### src/ifr_pkg.sv
// ============================================================================
// ifr_pkg - shared types and constants of the info frame receiver
// Receiver phase codes, response kinds, register indexes and reset values.
// ============================================================================
package ifr_pkg;

    // receiver phase
    typedef enum logic [2:0] {
        PH_HUNT = 3'd0,
        PH_FLAG = 3'd1,
        PH_ADDR = 3'd2,
        PH_CTRL = 3'd3,
        PH_DATA = 3'd4
    } t_phase;

    // response to send back
    typedef enum logic [1:0] {
        RESP_NONE   = 2'd0,
        RESP_READY  = 2'd1,
        RESP_REJECT = 2'd2
    } t_resp;

    localparam int unsigned CFG_IDX_W = 3;
    localparam int unsigned BYTE_W    = 8;

    typedef logic [BYTE_W-1:0] t_byte;

    // configuration register indexes
    localparam logic [CFG_IDX_W-1:0] CFG_FLAG     = 3'd0;
    localparam logic [CFG_IDX_W-1:0] CFG_ESC      = 3'd1;
    localparam logic [CFG_IDX_W-1:0] CFG_ESC_FLAG = 3'd2;
    localparam logic [CFG_IDX_W-1:0] CFG_ESC_ESC  = 3'd3;
    localparam logic [CFG_IDX_W-1:0] CFG_ADDR     = 3'd4;
    localparam logic [CFG_IDX_W-1:0] CFG_CTRL0    = 3'd5;
    localparam logic [CFG_IDX_W-1:0] CFG_CTRL1    = 3'd6;

    // register reset values
    localparam t_byte RST_FLAG     = 8'h7E;
    localparam t_byte RST_ESC      = 8'h7D;
    localparam t_byte RST_ESC_FLAG = 8'h5E;
    localparam t_byte RST_ESC_ESC  = 8'h5D;
    localparam t_byte RST_ADDR     = 8'h03;
    localparam t_byte RST_CTRL0    = 8'h00;
    localparam t_byte RST_CTRL1    = 8'h40;

    // result sideband bit positions in tuser
    localparam int unsigned USER_W     = 5;
    localparam int unsigned U_DVALID   = 0;
    localparam int unsigned U_GOOD     = 1;
    localparam int unsigned U_KIND_LO  = 2;
    localparam int unsigned U_SEQ      = 4;

endpackage

### src/info_frame_receiver.sv
// ============================================================================
// info_frame_receiver - byte-stuffed information frame receiver, XOR check
// Hunts for the flag, checks address/control/header XOR, un-escapes payload
// and checks the trailing XOR byte; answers with ready or reject.
// ============================================================================
// Usage: feed one raw line byte per slave request; every accepted byte gives
// exactly one master request in the next cycle, so without stalls it sustains
// one byte per clock. The frame state (phase, escape, held byte, running XOR,
// expected sequence bit) is the input side register set; one pass of compares
// and an XOR computes the result into the output register, which holds while
// the master side stalls so the next byte can still enter in the same cycle
// the stalled result is taken. Payload bytes come out delayed by one un-escaped
// byte: the byte before the closing flag is the check byte and is never
// emitted. Bytes of a bad frame already sent are not withdrawn; drop them on
// a frame end with frame_good low. Write the code registers only while idle.
module info_frame_receiver
    import ifr_pkg::*;
(
    input  logic                 i_clk,
    input  logic                 i_rst_n,
    // configuration write port
    input  logic                 i_cfg_we,
    input  logic [CFG_IDX_W-1:0] i_cfg_idx,
    input  logic [BYTE_W-1:0]    i_cfg_data,
    // received line bytes
    input  logic                 i_s_tvalid,
    output logic                 o_s_tready,
    input  logic [BYTE_W-1:0]    i_s_tdata,   // [7:0] rx_byte
    // results
    output logic                 o_m_tvalid,
    input  logic                 i_m_tready,
    output logic [BYTE_W-1:0]    o_m_tdata,   // [7:0] data_byte
    output logic                 o_m_tlast,   // frame_end
    output logic [USER_W-1:0]    o_m_tuser    // [0] data_valid, [1] frame_good,
                                              // [3:2] response_kind,
                                              // [4] response_seq
);

    // ---------------------------------------------------------------- config
    t_byte r_flag, r_esc, r_esc_flag, r_esc_esc, r_addr, r_ctrl0, r_ctrl1;

    always_ff @(posedge i_clk) begin
        if (!i_rst_n) begin
            r_flag     <= RST_FLAG;
            r_esc      <= RST_ESC;
            r_esc_flag <= RST_ESC_FLAG;
            r_esc_esc  <= RST_ESC_ESC;
            r_addr     <= RST_ADDR;
            r_ctrl0    <= RST_CTRL0;
            r_ctrl1    <= RST_CTRL1;
        end else if (i_cfg_we) begin
            case (i_cfg_idx)
                CFG_FLAG:     r_flag     <= i_cfg_data;
                CFG_ESC:      r_esc      <= i_cfg_data;
                CFG_ESC_FLAG: r_esc_flag <= i_cfg_data;
                CFG_ESC_ESC:  r_esc_esc  <= i_cfg_data;
                CFG_ADDR:     r_addr     <= i_cfg_data;
                CFG_CTRL0:    r_ctrl0    <= i_cfg_data;
                CFG_CTRL1:    r_ctrl1    <= i_cfg_data;
                default: begin
                end
            endcase
        end
    end

    // ----------------------------------------------------------- frame state
    t_phase r_phase, n_phase;
    t_byte  r_ctrl_seen, n_ctrl_seen;
    logic   r_esc_pend, n_esc_pend;
    t_byte  r_held, n_held;
    logic   r_held_valid, n_held_valid;
    t_byte  r_xor, n_xor;
    logic   r_exp_seq, n_exp_seq;

    // result of the current byte
    logic   n_dvalid;
    t_byte  n_dbyte;
    logic   n_fend;
    logic   n_fgood;
    t_resp  n_kind;
    logic   n_seq;

    logic   s_acc;
    logic   have;
    t_byte  nb;
    t_byte  b;

    // output register frees up when taken, so a byte can enter every cycle unless stalled
    assign o_s_tready = !o_m_tvalid || i_m_tready;
    assign s_acc      = i_s_tvalid && o_s_tready;
    assign b          = i_s_tdata;

    always_comb begin
        n_phase      = r_phase;
        n_ctrl_seen  = r_ctrl_seen;
        n_esc_pend   = r_esc_pend;
        n_held       = r_held;
        n_held_valid = r_held_valid;
        n_xor        = r_xor;
        n_exp_seq    = r_exp_seq;
        n_dvalid     = 1'b0;
        n_dbyte      = '0;
        n_fend       = 1'b0;
        n_fgood      = 1'b0;
        n_kind       = RESP_NONE;
        have         = 1'b0;
        nb           = '0;

        case (r_phase)
            PH_FLAG: begin
                if (b == r_addr)      n_phase = PH_ADDR;
                else if (b != r_flag) n_phase = PH_HUNT;
            end
            PH_ADDR: begin
                if (b == r_ctrl0 || b == r_ctrl1) begin
                    n_ctrl_seen = b;
                    n_phase     = PH_CTRL;
                end else if (b == r_flag) begin
                    n_phase = PH_FLAG;
                end else begin
                    n_phase = PH_HUNT;
                end
            end
            PH_CTRL: begin
                if (b == (r_addr ^ r_ctrl_seen)) begin
                    n_esc_pend   = 1'b0;
                    n_held       = '0;
                    n_held_valid = 1'b0;
                    n_xor        = '0;
                    n_phase      = PH_DATA;
                end else begin
                    n_kind  = RESP_REJECT;
                    n_phase = PH_HUNT;
                end
            end
            PH_DATA: begin
                if (b == r_esc) begin
                    n_esc_pend = 1'b1;
                end else if (b == r_flag) begin
                    // closing flag: held byte is the check byte
                    n_fend    = 1'b1;
                    n_fgood   = r_held_valid && (r_held == r_xor);
                    n_kind    = n_fgood ? RESP_READY : RESP_REJECT;
                    n_phase   = PH_HUNT;
                    n_exp_seq = r_exp_seq ^ n_fgood;
                    n_esc_pend   = 1'b0;
                    n_held       = '0;
                    n_held_valid = 1'b0;
                    n_xor        = '0;
                end else if (r_esc_pend) begin
                    // unknown escaped byte drops both
                    if (b == r_esc_flag) begin
                        nb   = r_flag;
                        have = 1'b1;
                    end else if (b == r_esc_esc) begin
                        nb   = r_esc;
                        have = 1'b1;
                    end
                    n_esc_pend = 1'b0;
                end else begin
                    nb   = b;
                    have = 1'b1;
                end
                if (have) begin
                    if (r_held_valid) begin
                        n_dvalid = 1'b1;
                        n_dbyte  = r_held;
                        n_xor    = r_xor ^ r_held;
                    end
                    n_held       = nb;
                    n_held_valid = 1'b1;
                end
            end
            default: begin
                n_phase = (b == r_flag) ? PH_FLAG : PH_HUNT;
            end
        endcase

        n_seq = (n_kind != RESP_NONE) ? ~r_exp_seq : 1'b0;
    end

    always_ff @(posedge i_clk) begin
        if (!i_rst_n) begin
            r_phase      <= PH_HUNT;
            r_ctrl_seen  <= '0;
            r_esc_pend   <= 1'b0;
            r_held       <= '0;
            r_held_valid <= 1'b0;
            r_xor        <= '0;
            r_exp_seq    <= 1'b0;
        end else if (s_acc) begin
            r_phase      <= n_phase;
            r_ctrl_seen  <= n_ctrl_seen;
            r_esc_pend   <= n_esc_pend;
            r_held       <= n_held;
            r_held_valid <= n_held_valid;
            r_xor        <= n_xor;
            r_exp_seq    <= n_exp_seq;
        end
    end

    // --------------------------------------------------------- output stage
    logic  r_out_valid;
    logic  r_dvalid;
    t_byte r_dbyte;
    logic  r_fend;
    logic  r_fgood;
    t_resp r_kind;
    logic  r_seq;

    always_ff @(posedge i_clk) begin
        if (!i_rst_n) begin
            r_out_valid <= 1'b0;
        end else if (s_acc) begin
            r_out_valid <= 1'b1;
        end else if (i_m_tready) begin
            r_out_valid <= 1'b0;
        end
    end

    always_ff @(posedge i_clk) begin
        if (s_acc) begin
            r_dvalid <= n_dvalid;
            r_dbyte  <= n_dbyte;
            r_fend   <= n_fend;
            r_fgood  <= n_fgood;
            r_kind   <= n_kind;
            r_seq    <= n_seq;
        end
    end

    assign o_m_tvalid = r_out_valid;
    assign o_m_tdata  = r_dbyte;
    assign o_m_tlast  = r_fend;
    assign o_m_tuser  = {r_seq, r_kind, r_fgood, r_dvalid};

`ifndef SYNTH
    // a frame end always carries a response
    a_end_has_resp: assert property (@(posedge i_clk) disable iff (!i_rst_n)
        (r_out_valid && r_fend) |-> (r_kind != RESP_NONE))
        else $error("frame end without response");

    // good only with a frame end
    a_good_needs_end: assert property (@(posedge i_clk) disable iff (!i_rst_n)
        (r_out_valid && r_fgood) |-> r_fend)
        else $error("frame_good without frame_end");

    // no response means no sequence bit
    a_seq_zero: assert property (@(posedge i_clk) disable iff (!i_rst_n)
        (r_out_valid && r_kind == RESP_NONE) |-> !r_seq)
        else $error("response_seq set without response");

    // running XOR only moves once a byte is held
    a_xor_idle: assert property (@(posedge i_clk) disable iff (!i_rst_n)
        !r_held_valid |-> (r_xor == '0))
        else $error("running XOR nonzero with nothing held");

    // a good frame toggles the expected sequence bit
    a_seq_toggle: assert property (@(posedge i_clk) disable iff (!i_rst_n)
        (s_acc && n_fend && n_fgood) |=> (r_exp_seq != $past(r_exp_seq)))
        else $error("expected sequence not toggled after good frame");
`endif

endmodule

### config.mk
export PLATFORM = sky130hd
export DESIGN_NAME = info_frame_receiver
export DESIGN_NICKNAME = d
export VERILOG_FILES = /design/src/ifr_pkg.sv /design/src/info_frame_receiver.sv
export SDC_FILE = /design/constraint.sdc
export NUM_CORES = 1
export LEC_CHECK = 0
export BUFFER_PORTS_ARGS = -buffer_cell sky130_fd_sc_hd__buf_4
export CAP_MARGIN = 20
export CORE_AREA = 2 2 94 96
export DETAILED_ROUTE_END_ITERATION = 8
export DIE_AREA = 0 0 96 98
export PLACE_DENSITY_LB_ADDON = 0.08
export SETUP_SLACK_MARGIN = 0.05
export SLEW_MARGIN = 0
export SYNTH_ARGS = -nofsm -noshare
export SYNTH_HDL_FRONTEND = slang
export SYNTH_SLANG_ARGS = --single-unit
### constraint.sdc
create_clock -name i_clk -period 3.09 [get_ports i_clk]
set_input_delay 0.4635 -clock i_clk [delete_from_list [all_inputs] [get_ports i_clk]]
set_output_delay 0.4635 -clock i_clk [all_outputs]
set_load 0.01 [all_outputs]
**Word-level counts from Yosys, hierarchy flattened**

Cells that the tools add are included.

- Register bits after elaboration: 101
- Input port bits: 24
- Word-level logic and storage cells: 124

- Eq/ne operators: 26
- Muxes and demuxes: 45
- Bitwise logic cells: 7
- Reductions and logical operators: 25

Operators with widths:

| operator | count |
|---|---|
| $mux W8 | 13 |
| $eq A8 B8 Y1 | 9 |
| $pmux W8 S2 | 2 |
| $mux W1 | 16 |
| $reduce_and A2 Y1 | 8 |
| $xor A8 B8 Y8 | 2 |
| $mux W3 | 5 |
| $eq A3 B2 Y1 const B | 4 |
| $eq A3 B3 Y1 const B | 4 |
| $pmux W3 S4 | 1 |
| $mux W2 | 5 |
| $ne A3 B3 Y1 const B | 3 |
| $reduce_and A3 Y1 | 3 |
| $ne A8 B8 Y1 | 1 |
| $reduce_and A4 Y1 | 2 |
| $eq A3 B1 Y1 const B | 2 |
| $ne A2 B2 Y1 const B | 3 |
| $reduce_bool A2 Y1 | 3 |
| $reduce_and A5 Y1 | 1 |
| $not A1 Y1 | 4 |
| $pmux W1 S2 | 2 |
| $pmux W2 S2 | 1 |
| $logic_not A3 Y1 | 1 |
| $reduce_or A3 Y1 | 1 |
| other kinds (5) | 7 |

**Logic depth before layout (Yosys ltp)**

Gate-level depths: netlist of the first run.

- Word-level depth: 9
- Depth in mapped cells: 9

**Worst setup path before layout of the first run**

Ideal clock, no wire load.

- Path type: input port to flip-flop
- From: input i_s_tdata[0]
- To: register r_dbyte[0] (netlist: o_m_tdata[0]) (data pin)
- Setup time: 0.255 ns
- Data arrival time: 1.915 ns
- Data required time: 2.835 ns
- Slack: 0.920 ns
- Cell stages on the path: 8
- Cells stage by stage: buf_4 -> xor2_1 -> nor4_4 -> and2_1 -> a311oi_4 -> and3_1 -> buf_4 -> and2_1

- Cells in the longest elaborated chain, start to end: 8
- Elaborated cells between the ends (all ways): 11
- Classes of those cells: eq/ne (4); mux (6); reduce/logical (1)

RTL lines:

| element | line | RTL |
|---|---|---|
| start, declared | info_frame_receiver.sv:28 | `input logic [BYTE_W-1:0] i_s_tdata,` |
| $eq A8 B8 Y1 | info_frame_receiver.sv:155 | `end else if (b == r_esc_esc) begin` |
| $mux W1 | info_frame_receiver.sv:155 |  |
| $mux W1 | info_frame_receiver.sv:152 | `if (b == r_esc_flag) begin` |
| $mux W1 | info_frame_receiver.sv:150 | `end else if (r_esc_pend) begin` |
| $mux W1 | info_frame_receiver.sv:139 | `end else if (b == r_flag) begin` |
| $mux W1 * | info_frame_receiver.sv:137 | `if (b == r_esc) begin` |
| $mux W1 * | info_frame_receiver.sv:109 | `case (r_phase)` |
| $reduce_and A3 Y1 (no source line) * | n/a |  |
| end signal, assigned | info_frame_receiver.sv:224 | `r_dbyte <= n_dbyte;` |
| end, declared | info_frame_receiver.sv:205 | `t_byte r_dbyte;` |

Mark *: on every way between the ends. The rest lies on a longest branch, timed or not. The select of a mux whose other input is x is not followed.
A chain may end at the register's enable or synchronous reset.

**Worst setup path after layout of the first run**

- From: register r_esc_flag[3]
- To: register r_dbyte[0] (netlist: o_m_tdata[0]) (data pin)

- Cells in the longest elaborated chain, start to end: 7

RTL lines:

| element | line | RTL |
|---|---|---|
| start, declared | info_frame_receiver.sv:40 | `t_byte r_flag, r_esc, r_esc_flag, r_esc_esc, r_addr, r_ctrl0, r_ctrl1;` |
| start signal, assigned | info_frame_receiver.sv:55 | `CFG_ESC_FLAG: r_esc_flag <= i_cfg_data;` |
| $eq A8 B8 Y1 | info_frame_receiver.sv:152 |  |
| $mux W1 | info_frame_receiver.sv:152 |  |
| $mux W1 | info_frame_receiver.sv:150 |  |
| $mux W1 | info_frame_receiver.sv:139 |  |
| $mux W1 | info_frame_receiver.sv:137 |  |
| $mux W1 | info_frame_receiver.sv:109 |  |
| $reduce_and A3 Y1 (no source line) | n/a |  |

Every way passes these cells. The select of a mux whose other input is x is not followed.

==> results of run 1 <==
## worst paths after layout
path | slack (ns) | to | cells after the start | startpoint
worst min register to register | 0.49 | r_ctrl0[3] | 2 | r_ctrl0[3]
worst max-delay path | 0.69 | o_m_tdata[0] | 6 | r_esc_flag[3]
worst min-delay path | 0.37 | o_m_tvalid | 3 | i_s_tvalid
worst max register to register | 0.69 | o_m_tdata[0] | 6 | r_esc_flag[3]
## cells by family (layout without fill, tap and decap cells)
kind of cell,count (synthesis),count (layout),share of synthesized area
AO/OA/AOI/OAI,106,106,0.159
XOR/XNOR,73,73,0.141
buffers and inverters,45,73,0.0469
flip-flops,101,101,0.407
multiplexers,13,13,0.0245
AND/OR/NAND/NOR,239,239,0.221
## cells in the final DEF, fill, tap and decap left out, types with 10 or more instances in the layout
cell,instances
buf_4,44
inv_1,13
dfxtp_1,87
a21boi_0,34
edfxtp_1,14
nor2b_1,11
nand2_1,134
a21o_1,11
xor2_1,35
o211ai_1,17
xnor2_1,30
nand3_1,33
mux2i_1,13
clkbuf_8,10
and2_1,12
## per-layer routing
layer	track usage	vias to the layer above
met5	0	-
met4	0.123	0
met3	0.0448	34
met2	0.490	174
met1	0.379	2059
li1	-	2060
## power groups by stage
stage               registers, W  clock network (W)  logic, W
finish                   0.00138           0.000803  0.000262
global placement         0.00141                  0  0.000252
CTS                      0.00138           0.000808  0.000260
detailed placement       0.00141                  0  0.000259
floorplan                0.00141                  0  0.000172
global route             0.00139           0.000863  0.000285
## metrics by stage
stage | setup slack [ns] | hold slack (ns) | power, W | instances
floorplan | 0.920 | 0.451 | 0.00158 | 577
global placement | 0.614 | 0.460 | 0.00166 | 697
detailed placement | 0.480 | 0.474 | 0.00167 | 697
CTS | 0.756 | 0.364 | 0.00245 | 713
global route | 0.520 | 0.391 | 0.00253 | 713
finish | 0.695 | 0.368 | 0.00245 | 713
## worst max-delay path, cell delays in order (launching register included)
cell      delay [ns]
dfxtp_1         0.36
xnor2_1         0.21
and4_1          0.42
nand2_1         0.20
a311oi_4        0.50
and3_1          0.40
and2_1          0.18
## area by class of cell
cell class                 instances  share of cell area
timing repair buffer              44              0.0574
clock buffer                      10              0.0239
multi-input combinational        431               0.504
inverter                          13             0.00847
clock inverter                     6             0.00782
sequential                       101               0.375
tap                              108              0.0235
==> metrics.cfg, run 1 <==
[clock_network]
ctsHoldBuffers=0
cts_resized=0
clk_pin_slew_ns=0.10
clk_latency_ns=0.37
numClockSinks=101
cts_max_path_buffers=2
post_cts_buffers=0
cts_tree=done
cts_max_level=3
cts_made_buffers=9
cts_root_buf=clkbuf_8

[placed_design]
gp_congestion=0.958
placed_area_um2=5580
io_buffers=39
hpwl_um=9300

[grt]
grt_pass1_vias=4032
grt_antenna_before_repair=0
grt_pass1_wl_um=21100
grt_util_all_layers=0.295
gr-total-overflow=0
grt_max_degree=81

[die]
fp.dieW_um=96
core_um2=8470
design.die.area_um2=9410
die_h_um=98
start_util=0.627
rows=34
pin_count=40

[timing]
worst_pin_slew_ns=0.960
clock.fmax_mhz=417
tns_ns=0
drv_slew=0
relSlewSlack=0.355
rsz0062_at_grt=false
final-hold-violation-count=0
setup_viol=0
min_period_ns=2.40
finalCritPeriodShare=0.775
finClkSkew_ns=0.00822

[detailed_routing]
detailroute.wirelength.met2_um=6580
drt_first_pass_iters=5
met3_length_um=715
detail_route.wl_per_cell_um=18.4
viasPerCell=6.07
first_iter_violations=370
met1Wirelength_um=5410
vias=4327
ant_nets=0
drt_drc_violations_left=0
wirelength_um=13100
top_layer_used=met4

[synth]
syn_inst=577
yosysMostFrequentCell=nand2_1
ys_ff_latch=101
ys.flop_type=dfxtp_1
synth_common_cells=nand2_1, dfxtp_1, xor2_1, a21boi_0, nand3_1
synthArstFlopShare=0
synth-edff-count=14
syn_area_um2=5310
synth.top_cell.area_share=0.328
syn-num-nets=601
syn_area_per_cell_um2=9.21
yosysWarnings=0
ys_seq_area_frac=0.407
synth_top_area_cell=dfxtp_1
synth_area_leaders=dfxtp_1, nand2_1, edfxtp_1, xor2_1, xnor2_1
synthDistinctLibCells=51

[pwr]
p_leak_nw=2.17
combPwrFrac=0.107
intPower_w=0.00179
p_clk_frac=0.328
power.density_nw_per_um2=425
ir_drop_v=0.000289
p_seq_frac=0.565
switching_share=0.270
switchingPower_w=0.000660

[cells_and_area]
area_growth_syn_to_layout_pct=8.43
final_util=0.680
drive_gt1_frac=0.119
fillerInstances=719
n_antenna_cell=0
ff_latch_area_um2=2160
multiInputGateArea_um2=2900
nets=624
design_area_um2=5760

[job]
drv_cap=0

[worst_setup_path]
cp.arrival_ns=2.64
endpoint_kind=flop
crit_required_ns=3.33
worstSetupStartpointType=flop
criticalPathCategory=flop to flop
crit_fanout=9

[min_path]
hold_class=input pin to flop

[outcome]
status=completed

(Power assumes the default switching activity.)
==> run 2: changes to the inputs <==
--- a/config.mk
+++ b/config.mk
@@ -5,11 +5,12 @@
 export SDC_FILE = /design/constraint.sdc
 export NUM_CORES = 1
 export LEC_CHECK = 0
+export ABC_AREA = 1
 export BUFFER_PORTS_ARGS = -buffer_cell sky130_fd_sc_hd__buf_4
 export CAP_MARGIN = 20
-export CORE_AREA = 2 2 94 96
+export CORE_AREA = 2 2 98 100
 export DETAILED_ROUTE_END_ITERATION = 8
-export DIE_AREA = 0 0 96 98
+export DIE_AREA = 0 0 100 102
 export PLACE_DENSITY_LB_ADDON = 0.08
 export SETUP_SLACK_MARGIN = 0.05
 export SLEW_MARGIN = 0
==> constraint.sdc (replaced) <==
create_clock -name i_clk -period 2.3 [get_ports i_clk]
set_input_delay 0.345 -clock i_clk [delete_from_list [all_inputs] [get_ports i_clk]]
set_output_delay 0.345 -clock i_clk [all_outputs]
set_load 0.01 [all_outputs]
==> run 2 against run 1 <==
Clock power is 41% higher; non-clock buffer count is 6 higher; sequential share of layout area fell by 1.1 points; register-to-register slack got worse by 0.24 ns; count of clock-buffer cells in the layout rose by 1; worst setup slack got worse by 0.24 ns; flip-flop and latch count unchanged; worst hold slack got worse by 0.095 ns; largest cell class unchanged; design area up 3.1%.
==> metrics.cfg, run 2 <==
[outcome]
status=completed  ; unchanged

[worst_setup_path]
max_stage_delay_ns=0.39  ; was 0.50 ns
crit_fanout=9  ; unchanged
criticalPathCategory=flop to flop  ; unchanged
crit_chain=inv_1, nor3_4, bufinv_8, a21oi_4, nand2_2, buf_4, nor2_8, nand3_1, a21oi_1  ; was xnor2_1, and4_1, nand2_1, a311oi_4, and3_1, and2_1
crit_path_top_delay_cell=dfxtp_1  ; was a311oi_4
crit_family=simple AND/OR/NAND/NOR gates  ; unchanged
rr_endpoint=r_xor[0]  ; was o_m_tdata[0]
endpoint_kind=flop  ; unchanged
crit_required_ns=2.60  ; was 3.33 ns
cp_num_buf_inv=3  ; was 0
r2r_setup_slack_ns=0.46  ; was 0.69 ns
cp.arrival_ns=2.14  ; was 2.64 ns
reg2reg_depth=9  ; was 6
reg2reg_from=r_phase[2]  ; was r_esc_flag[3]
worstSetupStartpointType=flop  ; unchanged

[pwr]
power.density_nw_per_um2=584  ; was 425 nW/um2
ir_drop_v=0.000441  ; was 0.000289 V
p_leak_nw=2.64  ; was 2.17 nW

[placed_design]
io_buffers=39  ; unchanged
place_ws_ns=0.201  ; was 0.480 ns
hpwl_um=9550  ; was 9300 um
gp_congestion=0.918  ; was 0.958

[min_path]
hold_class=input pin to flop  ; unchanged
hold_end=o_m_tvalid  ; unchanged
hold_path.startpoint=i_m_tready  ; was i_s_tvalid
min_path_cells=4  ; was 3

[timing]
finClkSkew_ns=0.0119  ; was 0.00822 ns
rsz0062_at_grt=false  ; unchanged
tns_ns=0  ; unchanged
worst_pin_slew_ns=0.563  ; was 0.960 ns
finalCritPeriodShare=0.801  ; was 0.775
final-hold-violation-count=0  ; unchanged
relSlewSlack=0.623  ; was 0.355
min_period_ns=1.84  ; was 2.40 ns
fin_ws_ns=0.458  ; was 0.695 ns
clock.fmax_mhz=543  ; was 417 MHz
setup_viol=0  ; unchanged
drv_slew=0  ; unchanged

[grt]
grt_pass1_wl_um=21300  ; was 21100 um
grt_pass1_vias=4519  ; was 4032
grt_max_degree=54  ; was 81
grt_antenna_before_repair=0  ; unchanged
gr-total-overflow=0  ; unchanged
grt_util_all_layers=0.270  ; was 0.295

[clock_network]
ctsHoldBuffers=0  ; unchanged
cts_made_buffers=9  ; unchanged
cts_max_path_buffers=2  ; unchanged
numClockSinks=101  ; unchanged
cts_tree=done  ; unchanged
clk_latency_ns=0.37  ; about the same
post_cts_buffers=0  ; unchanged
cts_resized=0  ; unchanged
clk_pin_slew_ns=0.10  ; about the same
cts_root_buf=clkbuf_8  ; unchanged
cts_max_level=3  ; unchanged

[detailed_routing]
drt_first_pass_iters=5  ; unchanged
detailroute.wirelength.met2_um=6660  ; was 6580 um
met1Wirelength_um=5820  ; was 5410 um
ant_nets=0  ; unchanged
drt_drc_violations_left=0  ; unchanged
wirelength_um=13400  ; was 13100 um
met3_length_um=650  ; was 715 um
first_iter_violations=338  ; was 370
detail_route.wl_per_cell_um=14.7  ; was 18.4 um
top_layer_used=met4  ; unchanged
viasPerCell=5.33  ; was 6.07
vias=4877  ; was 4327

[synth]
yosysWarnings=0  ; unchanged
synth-edff-count=14  ; unchanged
synth_top_area_cell=dfxtp_1  ; unchanged
ys_ff_latch=101  ; unchanged
synthDistinctLibCells=39  ; was 51
synthArstFlopShare=0  ; unchanged
syn_area_per_cell_um2=7.12  ; was 9.21 um2
synth_area_leaders=dfxtp_1, nand2_1, edfxtp_1, nor2_1, nand3_1  ; was dfxtp_1, nand2_1, edfxtp_1, xor2_1, xnor2_1
syn_inst=767  ; was 577
synth_common_cells=nand2_1, nor2_1, dfxtp_1, inv_1, nand3_1  ; was nand2_1, dfxtp_1, xor2_1, a21boi_0, nand3_1
syn_area_um2=5460  ; was 5310 um2
synth.top_cell.area_share=0.319  ; was 0.328
ys.flop_type=dfxtp_1  ; unchanged
syn-num-nets=791  ; was 601
ys_seq_area_frac=0.396  ; was 0.407
yosysMostFrequentCell=nand2_1  ; unchanged

[job]
drv_cap=0  ; unchanged

[cells_and_area]
final_common_cell=nand2_1  ; unchanged
layout_common_cells=nand2_1, nor2_1, dfxtp_1, inv_1, nand3_1  ; was nand2_1, dfxtp_1, buf_4, xor2_1, a21boi_0
n_antenna_cell=0  ; unchanged
area_growth_syn_to_layout_pct=8.70  ; was 8.43%
drive_gt1_frac=0.128  ; was 0.119
nets=823  ; was 624

[die]
pin_count=40  ; unchanged
design.die.area_um2=10200  ; was 9410 um2
fp.dieW_um=100  ; was 96 um
start_util=0.600  ; was 0.627
core_um2=9110  ; was 8470 um2
die_h_um=102  ; was 98 um
rows=35  ; was 34

[run 2: cell count changes in the layout (fill, tap and decap cells not counted), moves of 22 or more]
cell      change
nand2_1      +85
a21oi_1      +35
a21boi_0     -34
o21ai_0      +43
nor2_1       +92
nand3_1      +22
xor2_1       -22
inv_1        +57
[run 2: final cells by class]
cell class | count | area, um2
fillers | 828 | 3170
multi-input cells | 556 | 2750
flip-flops and latches | 101 | 2160
repair buffers | 50 | 375
inverters | 81 | 320
well taps | 111 | 139
clock buffers | 11 | 131
clock inverters | 5 | 60.1
[run 2: layer usage]
metal | up-vias | GRT usage
li1 | 2493 | -
met1 | 2212 | 0.328
met2 | 143 | 0.481
met3 | 29 | 0.0506
met4 | 0 | 0.0927
met5 | - | 0
[run 2: worst min-delay path: stages]
cell and delay [ns]:
buf_4 0.08, inv_1 0.03, nand2_1 0.09, a21oi_1 0.07
[run 2: where the power goes]
| part | internal, W | leakage (nW) | switching [W] |
|---|---|---|---|
| clock | 0.000508 | 0.0939 | 0.000618 |
| combinational | 0.000173 | 1.70 | 0.000292 |
| sequential | 0.00184 | 0.849 | 0.0000379 |
| total | 0.00252 | 2.64 | 0.000948 |
[run 2: worst max-delay path by stage]
stage / start / endpoint / slack (ns) / cells past startpoint
floorplan: i_m_tready / r_ctrl_seen[6] / 0.56 / 8
global placement: i_s_tdata[7] / r_held[4] / 0.23 / 14
detailed placement: i_s_tdata[7] / r_xor[5] / 0.20 / 13
CTS: r_phase[2] / r_xor[0] / 0.44 / 9
global route: r_esc[2] / r_xor[1] / 0.24 / 10
finish: r_phase[2] / r_xor[0] / 0.46 / 9
[run 2: kinds of logic after synthesis]
logic type	share of synthesized area
compound gates	0.105
xor+xnor	0.0705
buf+inv	0.101
flops	0.396
simple gates	0.328
[run 2: through the flow]
stage	area, um2	util	total power, W	cells	hold slack, ns
2_1_floorplan	5460	-	0.00224	767	0.434
3_3_place_gp	5750	0.631	0.00237	899	0.445
3_5_place_dp	5750	0.631	0.00238	899	0.460
4_1_cts	5940	0.652	0.00349	915	0.271
5_1_grt	5940	0.652	0.00361	915	0.288
6_report	5940	0.652	0.00347	915	0.273
